File: config.mk
export PLATFORM = sky130hd
export DESIGN_NAME = pcx_rle_line_decoder
export DESIGN_NICKNAME = d
export VERILOG_FILES = /design/src/design/pcx_rld_pkg.sv /design/src/design/pcx_rle_line_decoder.sv
export SDC_FILE = /design/constraint.sdc
export NUM_CORES = 1
export LEC_CHECK = 0
export BUFFER_PORTS_ARGS = -buffer_cell sky130_fd_sc_hd__clkbuf_2
export CORE_MARGIN = 4
export CORE_UTILIZATION = 40
export DETAILED_ROUTE_END_ITERATION = 7
export GPL_ROUTABILITY_DRIVEN = 0
export GPL_TIMING_DRIVEN = 0
export PLACE_DENSITY_LB_ADDON = 0.12
export SLEW_MARGIN = 10
export SYNTH_ARGS = -nofsm -noshare
export SYNTH_HDL_FRONTEND = slang
export SYNTH_SLANG_ARGS = --single-unit
File: constraint.sdc
create_clock -name clk -period 4.3 [get_ports clk]
set_input_delay 0.86 -clock clk [delete_from_list [all_inputs] [get_ports clk]]
set_output_delay 0.86 -clock clk [all_outputs]
set_load 0.02 [all_outputs]
File: src/design/pcx_rld_pkg.sv
// shared constants and types for the pcx run-length line decoder
package pcx_rld_pkg;

    // clamps on the decoded image size
    localparam int MAX_WIDTH  = 1024;
    localparam int MAX_HEIGHT = 1024;

    // field widths
    localparam int BYTE_W   = 8;
    localparam int WIDTH_W  = 11;
    localparam int LINE_W   = 12;
    localparam int HEIGHT_W = 11;
    localparam int PLANE_W  = 3;
    localparam int COL_W    = 12;
    localparam int ROW_W    = 11;
    localparam int RUN_W    = 6;
    localparam int POS_W    = 10;

    // run header marking
    localparam logic [BYTE_W-1:0] RUN_MARK = 8'hC0;
    localparam logic [BYTE_W-1:0] RUN_MASK = 8'h3F;

    // configuration port
    localparam int CFG_DATA_W = 32;
    localparam int CFG_ADDR_W = 4;

    typedef enum logic [1:0] {
        REG_IMAGE_WIDTH  = 2'd0,
        REG_LINE_BYTES   = 2'd1,
        REG_IMAGE_HEIGHT = 2'd2,
        REG_PLANE_COUNT  = 2'd3
    } reg_index_t;

    typedef enum logic {
        ST_IDLE,
        ST_RUN
    } dec_state_t;

endpackage

File: src/design/pcx_rle_line_decoder.sv
// pcx run-length line decoder with apb configuration and stream ports
//
// Decodes an 8-bit PCX run-length stream, one code byte per input request.
// A byte with both top bits set is a run header: its low six bits give a
// repeat count for the following byte. Any other byte is a single literal
// pixel. Each pixel leaves on the output stream with its column and row;
// pixels past the visible width (row padding) are dropped, a row closes
// once the padded row length max(image_width, line_bytes) is reached, and
// bytes after the last row are ignored until a request with start_image
// set. With plane_count other than one nothing is emitted. Flow: a run
// header, the byte after an empty run header or an ignored byte is absorbed
// in its accept cycle; a byte that starts an expansion is accepted and then
// stepped through the positions it covers up to the row end (dropped
// padding positions included) on the single column counter and compare,
// one position per cycle while the output side does not stall. Input is not
// ready while a byte is being expanded. The user must write configuration
// only while the block is idle; the block itself does not enforce it.
module pcx_rle_line_decoder
    import pcx_rld_pkg::*;
(
    input  logic                  clk,
    input  logic                  rst_n,
    // apb configuration port
    input  logic                  psel,
    input  logic                  penable,
    input  logic                  pwrite,
    input  logic [CFG_ADDR_W-1:0] paddr,
    input  logic [CFG_DATA_W-1:0] pwdata,
    output logic [CFG_DATA_W-1:0] prdata,
    output logic                  pready,
    // input stream
    input  logic                  s_axis_tvalid,
    output logic                  s_axis_tready,
    input  logic [7:0]            s_axis_tdata,   // [7:0] code_byte
    input  logic                  s_axis_tuser,   // [0] start_image
    // output stream
    output logic                  m_axis_tvalid,
    input  logic                  m_axis_tready,
    output logic [31:0]           m_axis_tdata,   // [7:0] pixel_value, [17:8] column,
                                                  // [27:18] row, [31:28] zero
    output logic                  m_axis_tlast    // last_of_byte
);

    // configuration registers
    logic [WIDTH_W-1:0]  image_width_reg;
    logic [LINE_W-1:0]   line_bytes_reg;
    logic [HEIGHT_W-1:0] image_height_reg;
    logic [PLANE_W-1:0]  plane_count_reg;

    // sequencer and position state
    dec_state_t          state_reg, state_next;
    logic [COL_W-1:0]    col_reg, col_next;
    logic [ROW_W-1:0]    row_reg, row_next;
    logic                pend_reg, pend_next;
    logic [RUN_W-1:0]    len_reg, len_next;
    logic [RUN_W-1:0]    cnt_reg, cnt_next;
    logic [BYTE_W-1:0]   byte_reg, byte_next;

    // output register
    logic                out_valid_reg, out_valid_next;
    logic [BYTE_W-1:0]   out_pix_reg, out_pix_next;
    logic [POS_W-1:0]    out_col_reg, out_col_next;
    logic [POS_W-1:0]    out_row_reg, out_row_next;
    logic                out_last_reg, out_last_next;

    // derived geometry
    logic [WIDTH_W-1:0]  visible;
    logic [HEIGHT_W-1:0] height;
    logic [LINE_W-1:0]   padded_raw;
    logic [LINE_W-1:0]   padded;

    // accept path
    logic                cfg_write;
    logic                accept;
    logic [COL_W-1:0]    col_e;
    logic [ROW_W-1:0]    row_e;
    logic                pend_e;
    logic [RUN_W-1:0]    len_e;
    logic                start_loop;
    logic [RUN_W-1:0]    start_cnt;

    // iteration path
    logic                step;
    logic [COL_W-1:0]    col_inc;
    logic                row_end;

    assign pready    = 1'b1;
    assign cfg_write = psel & penable & pwrite & pready;

    // clamp width and height, padded length is at least one
    assign visible    = (32'(image_width_reg) < MAX_WIDTH)
                        ? image_width_reg : WIDTH_W'(MAX_WIDTH);
    assign height     = (32'(image_height_reg) < MAX_HEIGHT)
                        ? image_height_reg : HEIGHT_W'(MAX_HEIGHT);
    assign padded_raw = (LINE_W'(image_width_reg) > line_bytes_reg)
                        ? LINE_W'(image_width_reg) : line_bytes_reg;
    assign padded     = (padded_raw == '0) ? LINE_W'(1) : padded_raw;

    // config register read back
    always_comb
    begin
        case (reg_index_t'(paddr[3:2]))
            REG_IMAGE_WIDTH:  prdata = CFG_DATA_W'(image_width_reg);
            REG_LINE_BYTES:   prdata = CFG_DATA_W'(line_bytes_reg);
            REG_IMAGE_HEIGHT: prdata = CFG_DATA_W'(image_height_reg);
            REG_PLANE_COUNT:  prdata = CFG_DATA_W'(plane_count_reg);
            default:          prdata = '0;
        endcase
    end

    always_ff @(posedge clk or negedge rst_n)
    begin
        if (!rst_n)
        begin
            image_width_reg  <= WIDTH_W'(1);
            line_bytes_reg   <= LINE_W'(1);
            image_height_reg <= HEIGHT_W'(1);
            plane_count_reg  <= PLANE_W'(1);
        end
        else if (cfg_write)
        begin
            case (reg_index_t'(paddr[3:2]))
                REG_IMAGE_WIDTH:  image_width_reg  <= pwdata[WIDTH_W-1:0];
                REG_LINE_BYTES:   line_bytes_reg   <= pwdata[LINE_W-1:0];
                REG_IMAGE_HEIGHT: image_height_reg <= pwdata[HEIGHT_W-1:0];
                REG_PLANE_COUNT:  plane_count_reg  <= pwdata[PLANE_W-1:0];
                default:          ;
            endcase
        end
    end

    // input is taken only when the sequencer is idle
    assign s_axis_tready = (state_reg == ST_IDLE);
    assign accept        = s_axis_tvalid & s_axis_tready;

    // start_image clears the position before the byte is looked at
    assign col_e  = s_axis_tuser ? '0 : col_reg;
    assign row_e  = s_axis_tuser ? '0 : row_reg;
    assign pend_e = s_axis_tuser ? 1'b0 : pend_reg;
    assign len_e  = s_axis_tuser ? '0 : len_reg;

    // one pixel position per cycle, only when the output slot is free
    assign step    = (state_reg == ST_RUN) & (~out_valid_reg | m_axis_tready);
    assign col_inc = col_reg + COL_W'(1);
    assign row_end = (col_inc >= padded);

    always_comb
    begin
        state_next     = state_reg;
        col_next       = col_reg;
        row_next       = row_reg;
        pend_next      = pend_reg;
        len_next       = len_reg;
        cnt_next       = cnt_reg;
        byte_next      = byte_reg;
        out_valid_next = out_valid_reg & ~m_axis_tready;
        out_pix_next   = out_pix_reg;
        out_col_next   = out_col_reg;
        out_row_next   = out_row_reg;
        out_last_next  = out_last_reg;
        start_loop     = 1'b0;
        start_cnt      = '0;

        case (state_reg)
            ST_IDLE:
            begin
                if (accept)
                begin
                    col_next  = col_e;
                    row_next  = row_e;
                    pend_next = pend_e;
                    len_next  = len_e;
                    // unsupported plane layouts and finished images drop the byte
                    if ((plane_count_reg == PLANE_W'(1)) && (row_e < ROW_W'(height)))
                    begin
                        if (pend_e)
                        begin
                            start_loop = 1'b1;
                            start_cnt  = len_e;
                            pend_next  = 1'b0;
                            len_next   = '0;
                        end
                        else if ((s_axis_tdata & RUN_MARK) == RUN_MARK)
                        begin
                            pend_next = 1'b1;
                            len_next  = RUN_W'(s_axis_tdata & RUN_MASK);
                        end
                        else
                        begin
                            start_loop = 1'b1;
                            start_cnt  = RUN_W'(1);
                        end
                    end
                    if (start_loop)
                    begin
                        if (col_e >= padded)
                        begin
                            // row already full after a geometry change
                            col_next = '0;
                            row_next = row_e + ROW_W'(1);
                        end
                        else if (start_cnt != '0)
                        begin
                            state_next = ST_RUN;
                            cnt_next   = start_cnt;
                            byte_next  = s_axis_tdata;
                        end
                    end
                end
            end

            ST_RUN:
            begin
                if (step)
                begin
                    if (col_reg < COL_W'(visible))
                    begin
                        out_valid_next = 1'b1;
                        out_pix_next   = byte_reg;
                        out_col_next   = col_reg[POS_W-1:0];
                        out_row_next   = row_reg[POS_W-1:0];
                        // later positions of this byte are all padding or absent
                        out_last_next  = (cnt_reg == RUN_W'(1))
                                         || (col_inc >= COL_W'(visible));
                    end
                    cnt_next = cnt_reg - RUN_W'(1);
                    if (row_end)
                    begin
                        col_next   = '0;
                        row_next   = row_reg + ROW_W'(1);
                        state_next = ST_IDLE;
                    end
                    else
                    begin
                        col_next = col_inc;
                        if (cnt_reg == RUN_W'(1))
                        begin
                            state_next = ST_IDLE;
                        end
                    end
                end
            end

            default:
            begin
                state_next = ST_IDLE;
            end
        endcase
    end

    always_ff @(posedge clk or negedge rst_n)
    begin
        if (!rst_n)
        begin
            state_reg     <= ST_IDLE;
            col_reg       <= '0;
            row_reg       <= '0;
            pend_reg      <= 1'b0;
            len_reg       <= '0;
            cnt_reg       <= '0;
            out_valid_reg <= 1'b0;
        end
        else
        begin
            state_reg     <= state_next;
            col_reg       <= col_next;
            row_reg       <= row_next;
            pend_reg      <= pend_next;
            len_reg       <= len_next;
            cnt_reg       <= cnt_next;
            out_valid_reg <= out_valid_next;
        end
    end

    // payload registers
    always_ff @(posedge clk)
    begin
        byte_reg     <= byte_next;
        out_pix_reg  <= out_pix_next;
        out_col_reg  <= out_col_next;
        out_row_reg  <= out_row_next;
        out_last_reg <= out_last_next;
    end

    assign m_axis_tvalid = out_valid_reg;
    assign m_axis_tdata  = {4'b0000, out_row_reg, out_col_reg, out_pix_reg};
    assign m_axis_tlast  = out_last_reg;

endmodule
==> key figures, run 1 <==
Status
  • Result of the run: complete, no violations

Yosys
  • Mean instance size in the synthesized netlist: around 10 µm²
  • Post-synth EDFFs: 37
  • Post-Syn Instances: 695
  • Most area-hungry cell type in the Yosys netlist: sky130_fd_sc_hd__dfrtp_1
  • Most used flip-flop cell after synthesis: sky130_fd_sc_hd__dfrtp_1
  • Post-synthesis register bit count: between 100 and 150
  • Sequential cell area fraction in the yosys report: between 40% and 50%
  • Share of synthesized flip-flops with an asynchronous set or reset: between 60% and 70%
  • Synthesis warning total: 0
  • Top cells by area in the synthesized netlist: sky130_fd_sc_hd__dfrtp_1 (25%), sky130_fd_sc_hd__edfxtp_1 (16%), sky130_fd_sc_hd__ha_1 (13%)
  • Count of unique library cells instantiated by Yosys: 68
  • Top cell type's share of synthesized area: roughly a quarter
  • Cell area after synthesis: 7129 µm²

Place
  • Number of buffer cells added on primary ports: 70
  • Standard cell area after detailed placement: 7916 µm²
  • Detail Placement HPWL: 14.54 mm

Global route
  • Overall track demand over capacity in global routing: between 10% and 20%
  • Number of global-route vias before repair: 5772
  • Remaining global-route overflow: 0
  • Antenna violations before repair: 0
  • Wire length of the first global-routing pass: around 31 mm
  • Largest net degree at the start of global routing: 49

Clock network
  • TritonCTS sink count: approximately 110
  • Max Root-Sink Buffers: 2
  • Clock tree root driver cell: sky130_fd_sc_hd__clkbuf_16
  • Clock buffers created by TritonCTS: 9
  • TritonCTS clock tree: done
  • Clock insertion delay at the later pin of the skew report: 0.37 ns
  • Register clock-pin slew on the reported worst setup and hold paths: 0.09 ns
  • CTS H-tree lvls: 3
  • Post-CTS Hold Fix Bufs: 0

STA
  • Total of endpoints with negative setup slack in the final report: 0
  • Tightest slew margin relative to the limit: roughly two fifths
  • Setup skew after layout: roughly 0.0076 ns
  • Unrepaired setup endpoints after global routing: true
  • Number of pins exceeding their max-slew limit in the final report: 0
  • Count of final hold-check violations: 0
  • Period minus WS final: 4.138 ns
  • Crit share post-route: a little over nine tenths
  • Maximum clock frequency: approximately 240 MHz
  • Transition time of the tightest slew-check pin: around 0.88 ns

Flow run
  • Number of maximum-capacitance violations: 0

Power and ir drop
  • Max VDD drop: 0.3407 mV
  • Static power due to leakage: ~4 nW
  • Power density normalized to cell area: approximately 600 nW/µm²
  • Total chip power: about 5.1 mW

Route
  • DRT Wirelength: 18.89 mm
  • Routed length per placed instance: between 15 and 20 µm
  • DR vias: between 5000 and 6000
  • DRC violation count after routing: 0
  • Via-to-Cell Ratio: 5.500
  • First-pass detailed-route iteration total: 5
  • Iteration-0 DRC count of the detailed router: 291
  • Antenna violation net count after detailed routing: 0

Finish
  • Antenna Cells: 0
  • Area grow syn2layout: 19.22%
  • Design area: 8499 µm²
  • Filler cells: around 1600
  • Share of layout cells above drive strength 1: around a quarter
  • Area taken by multi-input logic gates: 3969 µm²
  • Most used cells in the layout excluding fill and tap cells: sky130_fd_sc_hd__ha_1 (71), sky130_fd_sc_hd__clkbuf_2 (69), sky130_fd_sc_hd__nand2_1 (68)
  • Leading cell type in the layout, fill and taps excluded: sky130_fd_sc_hd__ha_1
  • Nets: approximately 940
  • Register area: approximately 3000 µm²

Setup path
  • Worst setup SP type: flop
  • Critical Path RT: about 4.6 ns
  • Critical path data arrival time: 4.40 ns
  • Worst Path Class, Setup: flop to flop
  • Maximum fanout along the worst path: 8
  • CP Capture Type: flop

Floorplan
  • X dimension of the die: ~140 µm
  • Top-Level Pins: 120
  • Die Footprint: 20020 µm²
  • Row Count: 48
  • Starting density of the core: around two fifths
  • Std-Cell Core Area: ~17000 µm²
  • Die height: around 140 µm

Min path
  • Worst hold path type: flop to flop
[metrics by stage]
step	TNS, ns	hold slack [ns]	std cells	setup WS, ns	util [%]
after floorplan	0	0.4003	718	0.03338	-
after global placement	-74.02	0.4013	1013	-1.633	45.21
after detailed placement	-30.50	0.4070	1015	-0.9826	45.61
after CTS	0	0.4286	1036	0.0008566	47.84
after global routing	-0.1273	0.4318	1041	-0.04297	48.97
final	0	0.4263	1041	0.1619	48.97
[synthesized netlist by cell type, types with 5 or more instances]
cell type	number
sky130_fd_sc_hd__ha_1	72
sky130_fd_sc_hd__dfrtp_1	71
sky130_fd_sc_hd__nand2_1	68
sky130_fd_sc_hd__o21ai_0	41
sky130_fd_sc_hd__edfxtp_1	37
sky130_fd_sc_hd__a21oi_1	29
sky130_fd_sc_hd__inv_1	28
sky130_fd_sc_hd__nor2b_1	27
sky130_fd_sc_hd__mux2_2	26
sky130_fd_sc_hd__buf_4	25
sky130_fd_sc_hd__mux2i_1	24
sky130_fd_sc_hd__nor2_1	24
sky130_fd_sc_hd__nand3_1	23
sky130_fd_sc_hd__clkbuf_1	21
sky130_fd_sc_hd__a22o_1	14
sky130_fd_sc_hd__nand4_1	13
sky130_fd_sc_hd__nor3_1	12
sky130_fd_sc_hd__a21o_1	11
sky130_fd_sc_hd__nor4_1	10
sky130_fd_sc_hd__nand2b_1	8
sky130_fd_sc_hd__a211o_1	6
sky130_fd_sc_hd__a31oi_1	6
sky130_fd_sc_hd__nor3b_1	6
sky130_fd_sc_hd__xnor2_1	6
sky130_fd_sc_hd__a211oi_1	5
sky130_fd_sc_hd__and3_1	5
sky130_fd_sc_hd__o211ai_1	5
sky130_fd_sc_hd__xor2_1	5
[critical path: stages, from the launching register on]
cell and delay, ns:
sky130_fd_sc_hd__dfstp_2 0.58, sky130_fd_sc_hd__inv_2 0.05, sky130_fd_sc_hd__ha_1 0.19, sky130_fd_sc_hd__nor2b_1 0.10, sky130_fd_sc_hd__o21ai_1 0.06, sky130_fd_sc_hd__nand2b_1 0.07, sky130_fd_sc_hd__a21oi_1 0.07, sky130_fd_sc_hd__o221a_2 0.27
sky130_fd_sc_hd__nor3b_4 0.23, sky130_fd_sc_hd__buf_6 0.16, sky130_fd_sc_hd__buf_6 0.11, sky130_fd_sc_hd__mux2i_2 0.22, sky130_fd_sc_hd__ha_1 0.30, sky130_fd_sc_hd__a211o_1 0.31, sky130_fd_sc_hd__a31oi_4 0.19, sky130_fd_sc_hd__o311ai_4 0.14
sky130_fd_sc_hd__o211a_1 0.31, sky130_fd_sc_hd__buf_6 0.16, sky130_fd_sc_hd__buf_4 0.14, sky130_fd_sc_hd__a21oi_2 0.11, sky130_fd_sc_hd__nor3_1 0.06, sky130_fd_sc_hd__o22a_1 0.19
[path summary, 6_finish.rpt]
path,from,to,slack [ns],cells past startpoint
min in group asynchronous,rst_n,col_reg[5]$_DFFE_PN0P_,0.45,1
hold reg to reg,byte_reg[1]$_DFFE_PP_,out_pix_reg[1]$_DFFE_PP_,0.43,0
hold / removal,byte_reg[1]$_DFFE_PP_,out_pix_reg[1]$_DFFE_PP_,0.43,0
max in group asynchronous,rst_n,image_height_reg[0]$_DFFE_PN1P_,3.19,2
setup reg to reg,image_width_reg[0]$_DFFE_PN1P_,row_reg[2]$_DFFE_PN0P_,0.16,21
setup / recovery,image_width_reg[0]$_DFFE_PN1P_,row_reg[2]$_DFFE_PN0P_,0.16,21
[report_power, final]
group	switching, mW	internal, mW
registers	0.304	1.49
clock network	0.472	0.427
logic	1.41	0.978
total	2.18	2.90
[cells by family (layout without fill, tap and decap cells)]
kind of cell	after synthesis	count (layout)	share of synthesized area, %
buffers and inverters	81	179	5.756
and+or+nand+nor	214	214	15.55
AOI/OAI and AO/OA	150	150	14.15
muxes	53	53	8.477
other	2	25	0.1053
xor gates and xnor gates	11	11	1.351
DFF	112	112	41.98
adders and majority gates	72	72	12.64
[per-layer routing]
metal,vias to the layer above,GRT usage (%),part of all wire [%]
met5,-,0,0
met4,0,5.404,1.3
met3,18,2.797,4.7
met2,154,30.80,47
met1,2794,26.86,47
li1,2759,-,-
[area by class of cell]
cell class	count	share of cell area [%]
clock buffers	9	2.650
repair inverters	1	0.08833
plain buffers	51	3.813
well taps	225	3.312
inverters	30	1.369
flip-flops and latches	112	35.27
repair buffers	81	5.726
multi-input cells	525	46.70
clock inverters	7	1.075
[repair_timing]
item                       4_1_cts  5_1_grt
pin swaps                        2        8
cloned                           0        1
setup endpoints to repair       38       38
gates resized for setup         13       50
setup buffers                    5        4
Power figures use the tool's default switching activity.
==> run 2: changes to the inputs <==
- RECOVER_POWER: unset -> 25
==> run 2 against run 1 <==
Flip-flop and latch count is the same; clock power is essentially flat; combinational power is essentially flat; critical path depth is the same; the run now ends with max-capacitance violations, max-slew violations left; design area shrank 0.43%; highest routed layer unchanged; power is essentially flat; core utilization shrank 0.21 points.
==> key figures, run 2 (synthesis gave the netlist of run 1 again) <==
Status
  • Result of the run: complete, but fails checks
  • Violations in the final reports: max-capacitance violations, max-slew violations

Place
  • Detail Placement HPWL: 14.54 mm (unchanged)
  • Standard cell area after detailed placement: 7916 µm² (unchanged)
  • Number of buffer cells added on primary ports: 70 (unchanged)
  • Worst slack at placement: -0.9826 ns (unchanged)

Floorplan
  • X dimension of the die: 141.5 µm (unchanged)
  • Top-Level Pins: 120 (unchanged)
  • Std-Cell Core Area: 17360 µm² (unchanged)
  • Row Count: 48 (unchanged)
  • Die height: 141.5 µm (unchanged)
  • Die Footprint: 20020 µm² (unchanged)
  • Starting density of the core: 41.08% (unchanged)

Power and ir drop
  • Max VDD drop: 0.3405 mV (about the same)
  • Static power due to leakage: 3.854 nW (-0.92%)
  • Power density normalized to cell area: 600.4 nW/µm² (+0.38%)

Route
  • DR vias: 5742 (+0.30%)
  • Routed length per placed instance: 18.14 µm (about the same)
  • Via-to-Cell Ratio: 5.516 (+0.30%)
  • Iteration-0 DRC count of the detailed router: 300 (+3.1%)
  • DRC violation count after routing: 0 (unchanged)
  • First-pass detailed-route iteration total: 5 (unchanged)
  • Antenna violation net count after detailed routing: 0 (unchanged)
  • DRT Wirelength: 18.88 mm (about the same)

Finish
  • Design area: 8463 µm² (-0.43%)
  • Final standard cell utilization of the core: 48.76% (-0.21 points)
  • Area grow syn2layout: 18.71%
  • Share of layout cells above drive strength 1: 24.02% (-1.1 points)
  • Nets: 935 (unchanged)
  • Most used cells in the layout excluding fill and tap cells: sky130_fd_sc_hd__ha_1 (71), sky130_fd_sc_hd__nand2_1 (68), sky130_fd_sc_hd__dfrtp_1 (67)
  • Leading cell type in the layout, fill and taps excluded: sky130_fd_sc_hd__ha_1
  • Antenna Cells: 0 (unchanged)

Clock network
  • Register clock-pin slew on the reported worst setup and hold paths: 0.09 ns (about the same)
  • CTS H-tree lvls: 3 (unchanged)
  • Clock buffers created by TritonCTS: 9 (unchanged)
  • Max Root-Sink Buffers: 2 (unchanged)
  • TritonCTS clock tree: done
  • TritonCTS sink count: 112 (unchanged)
  • Clock tree root driver cell: sky130_fd_sc_hd__clkbuf_16
  • Post-CTS Hold Fix Bufs: 0 (unchanged)
  • Clock insertion delay at the later pin of the skew report: 0.37 ns (about the same)

Setup path
  • Critical Path RT: 4.61 ns (+0.05 ns)
  • Highest cell delay on the worst timing path: 0.58 ns (about the same)
  • Critical Path Source: image_width_reg[0]$_DFFE_PN1P_
  • CP Capture Type: flop
  • Worst setup SP type: flop
  • Cell with the largest stage delay on the worst path: sky130_fd_sc_hd__dfstp_2
  • Launching point of the worst reg2reg path: image_width_reg[0]$_DFFE_PN1P_
  • Worst Path Class, Setup: flop to flop
  • Critical path data arrival time: 4.46 ns (+0.06 ns)
  • Maximum fanout along the worst path: 8 (unchanged)
  • Crit-path cells: inv_2, ha_1, nor2b_1, o21ai_1, nand2b_1, a21oi_1, o221a_2, nor3b_4, buf_6, buf_6, mux2i_2, ha_1, a211o_1, a31oi_4, o311ai_4, o211a_1, buf_6, buf_4, nand4_1, nor3b_2, o22a_1
  • Crit-path most repeated cell: sky130_fd_sc_hd__buf_6

STA
  • Setup TNS: 0 ns (unchanged)
  • Tightest slew margin relative to the limit: -9.102% (-50 points)
  • Transition time of the tightest slew-check pin: 1.637 ns (+0.7598 ns)
  • Setup WS post-layout: 0.1556 ns (-0.006301 ns)
  • Maximum clock frequency: 241.3 MHz (-0.15%)
  • Setup skew after layout: 0.008057 ns (+0.0004759 ns)
  • Crit share post-route: 96.38% (+0.15 points)
  • Number of pins exceeding their max-slew limit in the final report: 29 (+29)
  • Unrepaired setup endpoints after global routing: true
  • Period minus WS final: 4.144 ns (+0.006301 ns)
  • Count of final hold-check violations: 0 (unchanged)
  • Total of endpoints with negative setup slack in the final report: 0 (unchanged)

Global route
  • Remaining global-route overflow: 0 (unchanged)
  • Largest net degree at the start of global routing: 49 (unchanged)
  • Antenna violations before repair: 0 (unchanged)
  • Wire length of the first global-routing pass: 30.62 mm (unchanged)
  • Overall track demand over capacity in global routing: 19.07% (unchanged)
  • Number of global-route vias before repair: 5772 (unchanged)

Min path
  • Beginning of the worst hold path: byte_reg[1]$_DFFE_PP_
  • Worst hold path type: flop to flop

Flow run
  • Number of maximum-capacitance violations: 1 (+1)
run 2: timing repair:
item | in CTS | in global routing
buffers inserted | 5 | 4
endpoints found under the setup margin | 38 | 38
pin swaps | 2 | 8
gates cloned | 0 | 1
gates resized for setup | 13 | 50
run 2: stage by stage:
stage          hold WS, ns  power (mW)  instances
3_3_place_gp        0.4013       3.895       1013
2_1_floorplan       0.4003       3.262        718
3_5_place_dp        0.4070       4.016       1015
5_1_grt             0.4318       5.456       1041
6_report            0.4263       5.081       1041
4_1_cts             0.4286       4.966       1036
run 2: metal layers:
metal | vias to the layer above | GRT usage [%] | part of all wire, %
met5 | - | 0 | 0
met4 | 0 | 5.404 | 1.3
met3 | 18 | 2.797 | 5.9
met2 | 189 | 30.80 | 47
met1 | 2774 | 26.86 | 45
li1 | 2761 | - | -
run 2: final cells by class:
class	instances	area, µm²
clock inverters	7	91.34
clock buffers	9	225.2
repair buffers	81	450.4
plain buffers	51	324.1
flip-flops and latches	112	2998
fillers	1642	8894
well taps	225	281.5
repair inverters	1	7.507
inverters	30	116.4
multi-input cells	525	3969
run 2: worst paths after layout:
| check | to | slack, ns | cells past startpoint |
|---|---|---|---|
| max | row_reg[2]$_DFFE_PN0P_ | 0.16 | 21 |
| min reg2reg | out_pix_reg[1]$_DFFE_PP_ | 0.43 | 0 |
| min | out_pix_reg[1]$_DFFE_PP_ | 0.43 | 0 |
| min in group asynchronous | col_reg[5]$_DFFE_PN0P_ | 0.89 | 1 |
| max in group asynchronous | line_bytes_reg[1]$_DFFE_PN0P_ | 1.35 | 2 |
| max reg2reg | row_reg[2]$_DFFE_PN0P_ | 0.16 | 21 |
run 2: power breakdown:
group          internal [mW]  switching (mW)  total [mW]
clock                  0.427           0.474       0.901
sequential              1.49           0.305        1.80
combinational          0.975            1.41        2.38
run 2: worst max-delay path: cells and delay by family, from the launching register on:
family | cells | cell delay (ns)
compound gates | 8 | 1.50
simple gates | 5 | 0.67
buf+inv | 5 | 0.62
flops | 1 | 0.58
fa+ha+maj | 2 | 0.49
mux | 1 | 0.22
==> run 3: changes to the inputs <==
- clock period: 4.3 -> 3.35 ns (I/O delays scaled with it)
==> run 3 against run 2 <==
Register-to-register slack got worse by 0.81 ns; largest power group unchanged; clock-buffer cell count did not move; flip-flop and latch count unchanged; the flow finishes with violations (max-capacitance violations, max-slew violations, negative setup slack); non-clock buffer count increased by 31; setup slack worse by 0.81 ns; critical path depth decreased by 1; critical path type unchanged.
==> key figures, run 3 (synthesis gave the netlist of run 1 again) <==
Global route
  • Remaining global-route overflow: 0 (unchanged)
  • Overall track demand over capacity in global routing: 20.34% (+1.3 points)
  • Wire length of the first global-routing pass: 32.52 mm (+6.2%)
  • Met3 GRT Util: 4.112% (+1.3 points)
  • Largest net degree at the start of global routing: 39 (-20%)
  • Fraction of met1 tracks used by global routing: 27.00% (+0.14 points)
  • Global route hottest layer: met2
  • GR met2 Demand/Resource: 34.14% (+3.3 points)
  • Antenna violations before repair: 0 (unchanged)
  • Number of global-route vias before repair: 6250 (+8.3%)

STA
  • Number of pins exceeding their max-slew limit in the final report: 38 (+31%)
  • Crit share post-route: 119.4% (+23 points)
  • Tightest slew margin relative to the limit: -43.07% (-34 points)
  • Period minus WS final: 4.000 ns (-0.1439 ns)
  • Setup WS post-layout: -0.6504 ns (-0.8061 ns)
  • Unrepaired setup endpoints after global routing: true
  • Setup skew after layout: 0.01638 ns (+0.008325 ns)
  • Total of endpoints with negative setup slack in the final report: 38 (+38)
  • Transition time of the tightest slew-check pin: 2.146 ns (+0.5095 ns)
  • Maximum clock frequency: 250.0 MHz (+3.6%)
  • Count of final hold-check violations: 0 (unchanged)

Power and ir drop
  • Part of the power in registers: 32.7% (-2.7 points)
  • Max VDD drop: 0.4226 mV (+24%)
  • Power density normalized to cell area: 772.1 nW/µm² (+29%)
  • Int Pwr: 4.049 mW (+40%)
  • Combinational group share of total power: 50.7% (+3.8 points)
  • Fraction of power spent switching nets: 42.61% (-0.40 points)
  • Net Switching: 3.006 mW (+38%)
  • Static power due to leakage: 4.077 nW (+5.8%)
  • Total chip power: 7.056 mW (+39%)
  • Proportion of power drawn by the clock network: 16.7% (-1.0 points)

Floorplan
  • Top-Level Pins: 120 (unchanged)
  • Die height: 141.5 µm (unchanged)
  • Std-Cell Core Area: 17360 µm² (unchanged)
  • X dimension of the die: 141.5 µm (unchanged)
  • Die Footprint: 20020 µm² (unchanged)
  • Starting density of the core: 41.08% (unchanged)
  • Row Count: 48 (unchanged)

Setup path
  • Critical path data arrival time: 4.27 ns (-0.19 ns)
  • Worst Path Class, Setup: flop to flop
  • Launching point of the worst reg2reg path: image_width_reg[0]$_DFFE_PN1P_
  • Critical Path Source: image_width_reg[0]$_DFFE_PN1P_
  • Highest cell delay on the worst timing path: 0.56 ns (-0.02 ns)
  • Crit-path cells: inv_2, ha_4, nor2b_2, o21ai_1, nand2b_1, a21oi_2, o221a_2, nor3b_4, buf_8, buf_4, mux2i_4, ha_1, nand4_1, o311ai_4, o211a_4, buf_12, buf_8, nand4_1, a211o_1, a21o_1
  • CP Capture Type: flop
  • Endpoint of the worst setup timing path: row_reg[6]$_DFFE_PN0P_
  • Cell with the largest stage delay on the worst path: sky130_fd_sc_hd__dfstp_2
  • Reg-to-reg slack, setup: -0.65 ns (-0.81 ns)
  • Reg2Reg Capture Point: row_reg[6]$_DFFE_PN0P_
  • Critical Path RT: 3.61 ns (-1.00 ns)
  • Worst setup SP type: flop
  • Maximum fanout along the worst path: 5 (-3)
  • Number of cells on the worst reg-to-reg path: 20 (-4.8%)

Status
  • Violations in the final reports: max-capacitance violations, max-slew violations, negative setup slack
  • Result of the run: complete, but fails checks

Clock network
  • Clock buffers created by TritonCTS: 9 (unchanged)
  • CTS H-tree lvls: 3 (unchanged)
  • Register clock-pin slew on the reported worst setup and hold paths: 0.09 ns (about the same)
  • Clock insertion delay at the later pin of the skew report: 0.37 ns (about the same)
  • TritonCTS sink count: 112 (unchanged)
  • Clock tree root driver cell: sky130_fd_sc_hd__clkbuf_16
  • Max Root-Sink Buffers: 2 (unchanged)
  • TritonCTS clock tree: done

Place
  • Detail Placement HPWL: 14.76 mm (+1.5%)
  • Number of buffer cells added on primary ports: 70 (unchanged)

Finish
  • Most used cells in the layout excluding fill and tap cells: sky130_fd_sc_hd__nand2_1 (66), sky130_fd_sc_hd__dfrtp_1 (66), sky130_fd_sc_hd__ha_1 (65)
  • Share of layout cells above drive strength 1: 31.05% (+7.0 points)
  • Final standard cell utilization of the core: 52.65% (+3.9 points)
  • Nets: 966 (+3.3%)
  • Area grow syn2layout: 28.19%
  • Antenna Cells: 0 (unchanged)

Route
  • Iteration-0 DRC count of the detailed router: 362 (+21%)
  • DR vias: 6002 (+4.5%)
  • Via-to-Cell Ratio: 5.599 (+1.5%)
  • Antenna violation net count after detailed routing: 0 (unchanged)
  • DRC violation count after routing: 0 (unchanged)
  • DRT Wirelength: 19.96 mm (+5.7%)
  • First-pass detailed-route iteration total: 5 (unchanged)
  • Routed length per placed instance: 18.62 µm (+2.6%)

Flow run
  • Number of maximum-capacitance violations: 1 (unchanged)

Min path
  • Worst hold path type: flop to flop
[run 3: worst max-delay path, delay by kind of cell, from the launching register on]
family / cells / cell delay (ns)
AO/OA/AOI/OAI: 7 / 1.44
buffers and inverters: 5 / 0.58
AND/OR/NAND/NOR: 5 / 0.72
multiplexers: 1 / 0.27
adder cells (fa/ha/maj): 2 / 0.32
flip-flops: 1 / 0.56
[run 3: stage by stage]
step	cell area, µm²	std cells	setup TNS (ns)	hold slack [ns]	setup WS (ns)
after floorplan	7316	718	-7.498	0.3744	-0.3573
after global placement	7948	1013	-50.56	0.4015	-0.9860
after detailed placement	8005	1015	-38.91	0.4057	-1.103
after CTS	8890	1061	-20.43	0.3150	-0.6543
after global routing	9139	1072	-27.06	0.4347	-0.8238
final	9139	1072	-20.09	0.4270	-0.6504
[run 3: worst min-delay path by stage]
stage          cells after the start  slack [ns]                  start                       end
4_1_cts                            1        0.32                  rst_n    col_reg[7]$_DFFE_PN0P_
6_report                           0        0.43  byte_reg[4]$_DFFE_PP_  out_pix_reg[4]$_DFFE_PP_
3_3_place_gp                       0        0.40  byte_reg[2]$_DFFE_PP_  out_pix_reg[2]$_DFFE_PP_
2_1_floorplan                      0        0.37                  rst_n    cnt_reg[0]$_DFFE_PN0P_
3_5_place_dp                       0        0.41  byte_reg[7]$_DFFE_PP_  out_pix_reg[7]$_DFFE_PP_
5_1_grt                            0        0.43  byte_reg[7]$_DFFE_PP_  out_pix_reg[7]$_DFFE_PP_
[run 3: layout make-up]
cell class                      instances  area, µm²
Fill cell                            1562       8218
Multi-Input combinational cell        525       4279
Sequential cell                       112       2999
Timing Repair Buffer                  113      767.0
Buffer                                 50      351.6
Tap cell                              225      281.5
Clock buffer                            9      225.2
Inverter                               30      125.1
Clock inverter                          7      101.3
Timing Repair inverter                  1      8.758
[run 3: timing repair]
item | in CTS | in global routing
pin swaps | 17 | 15
gates resized for setup | 65 | 30
hold buffers | 0 | 0
setup endpoints to repair | 45 | 73
cloned | 5 | 1
setup buffers | 26 | 11
[run 3: metal layers]
metal | up-vias | wire length [µm]
met1 | 2958 | 8802
met2 | 197 | 9721
met3 | 28 | 1087
met5 | - | 0
li1 | 2819 | -
met4 | 0 | 344
[run 3: power by group through the flow]
stage / Sequential, mW / Combinational (mW) / Clock [mW]
final: 2.31 / 3.57 / 1.17
after global routing: 2.37 / 3.93 / 1.26
after CTS: 2.30 / 3.30 / 1.19
after detailed placement: 2.32 / 2.89 / 0
after global placement: 2.32 / 2.73 / 0
after floorplan: 2.42 / 1.82 / 0
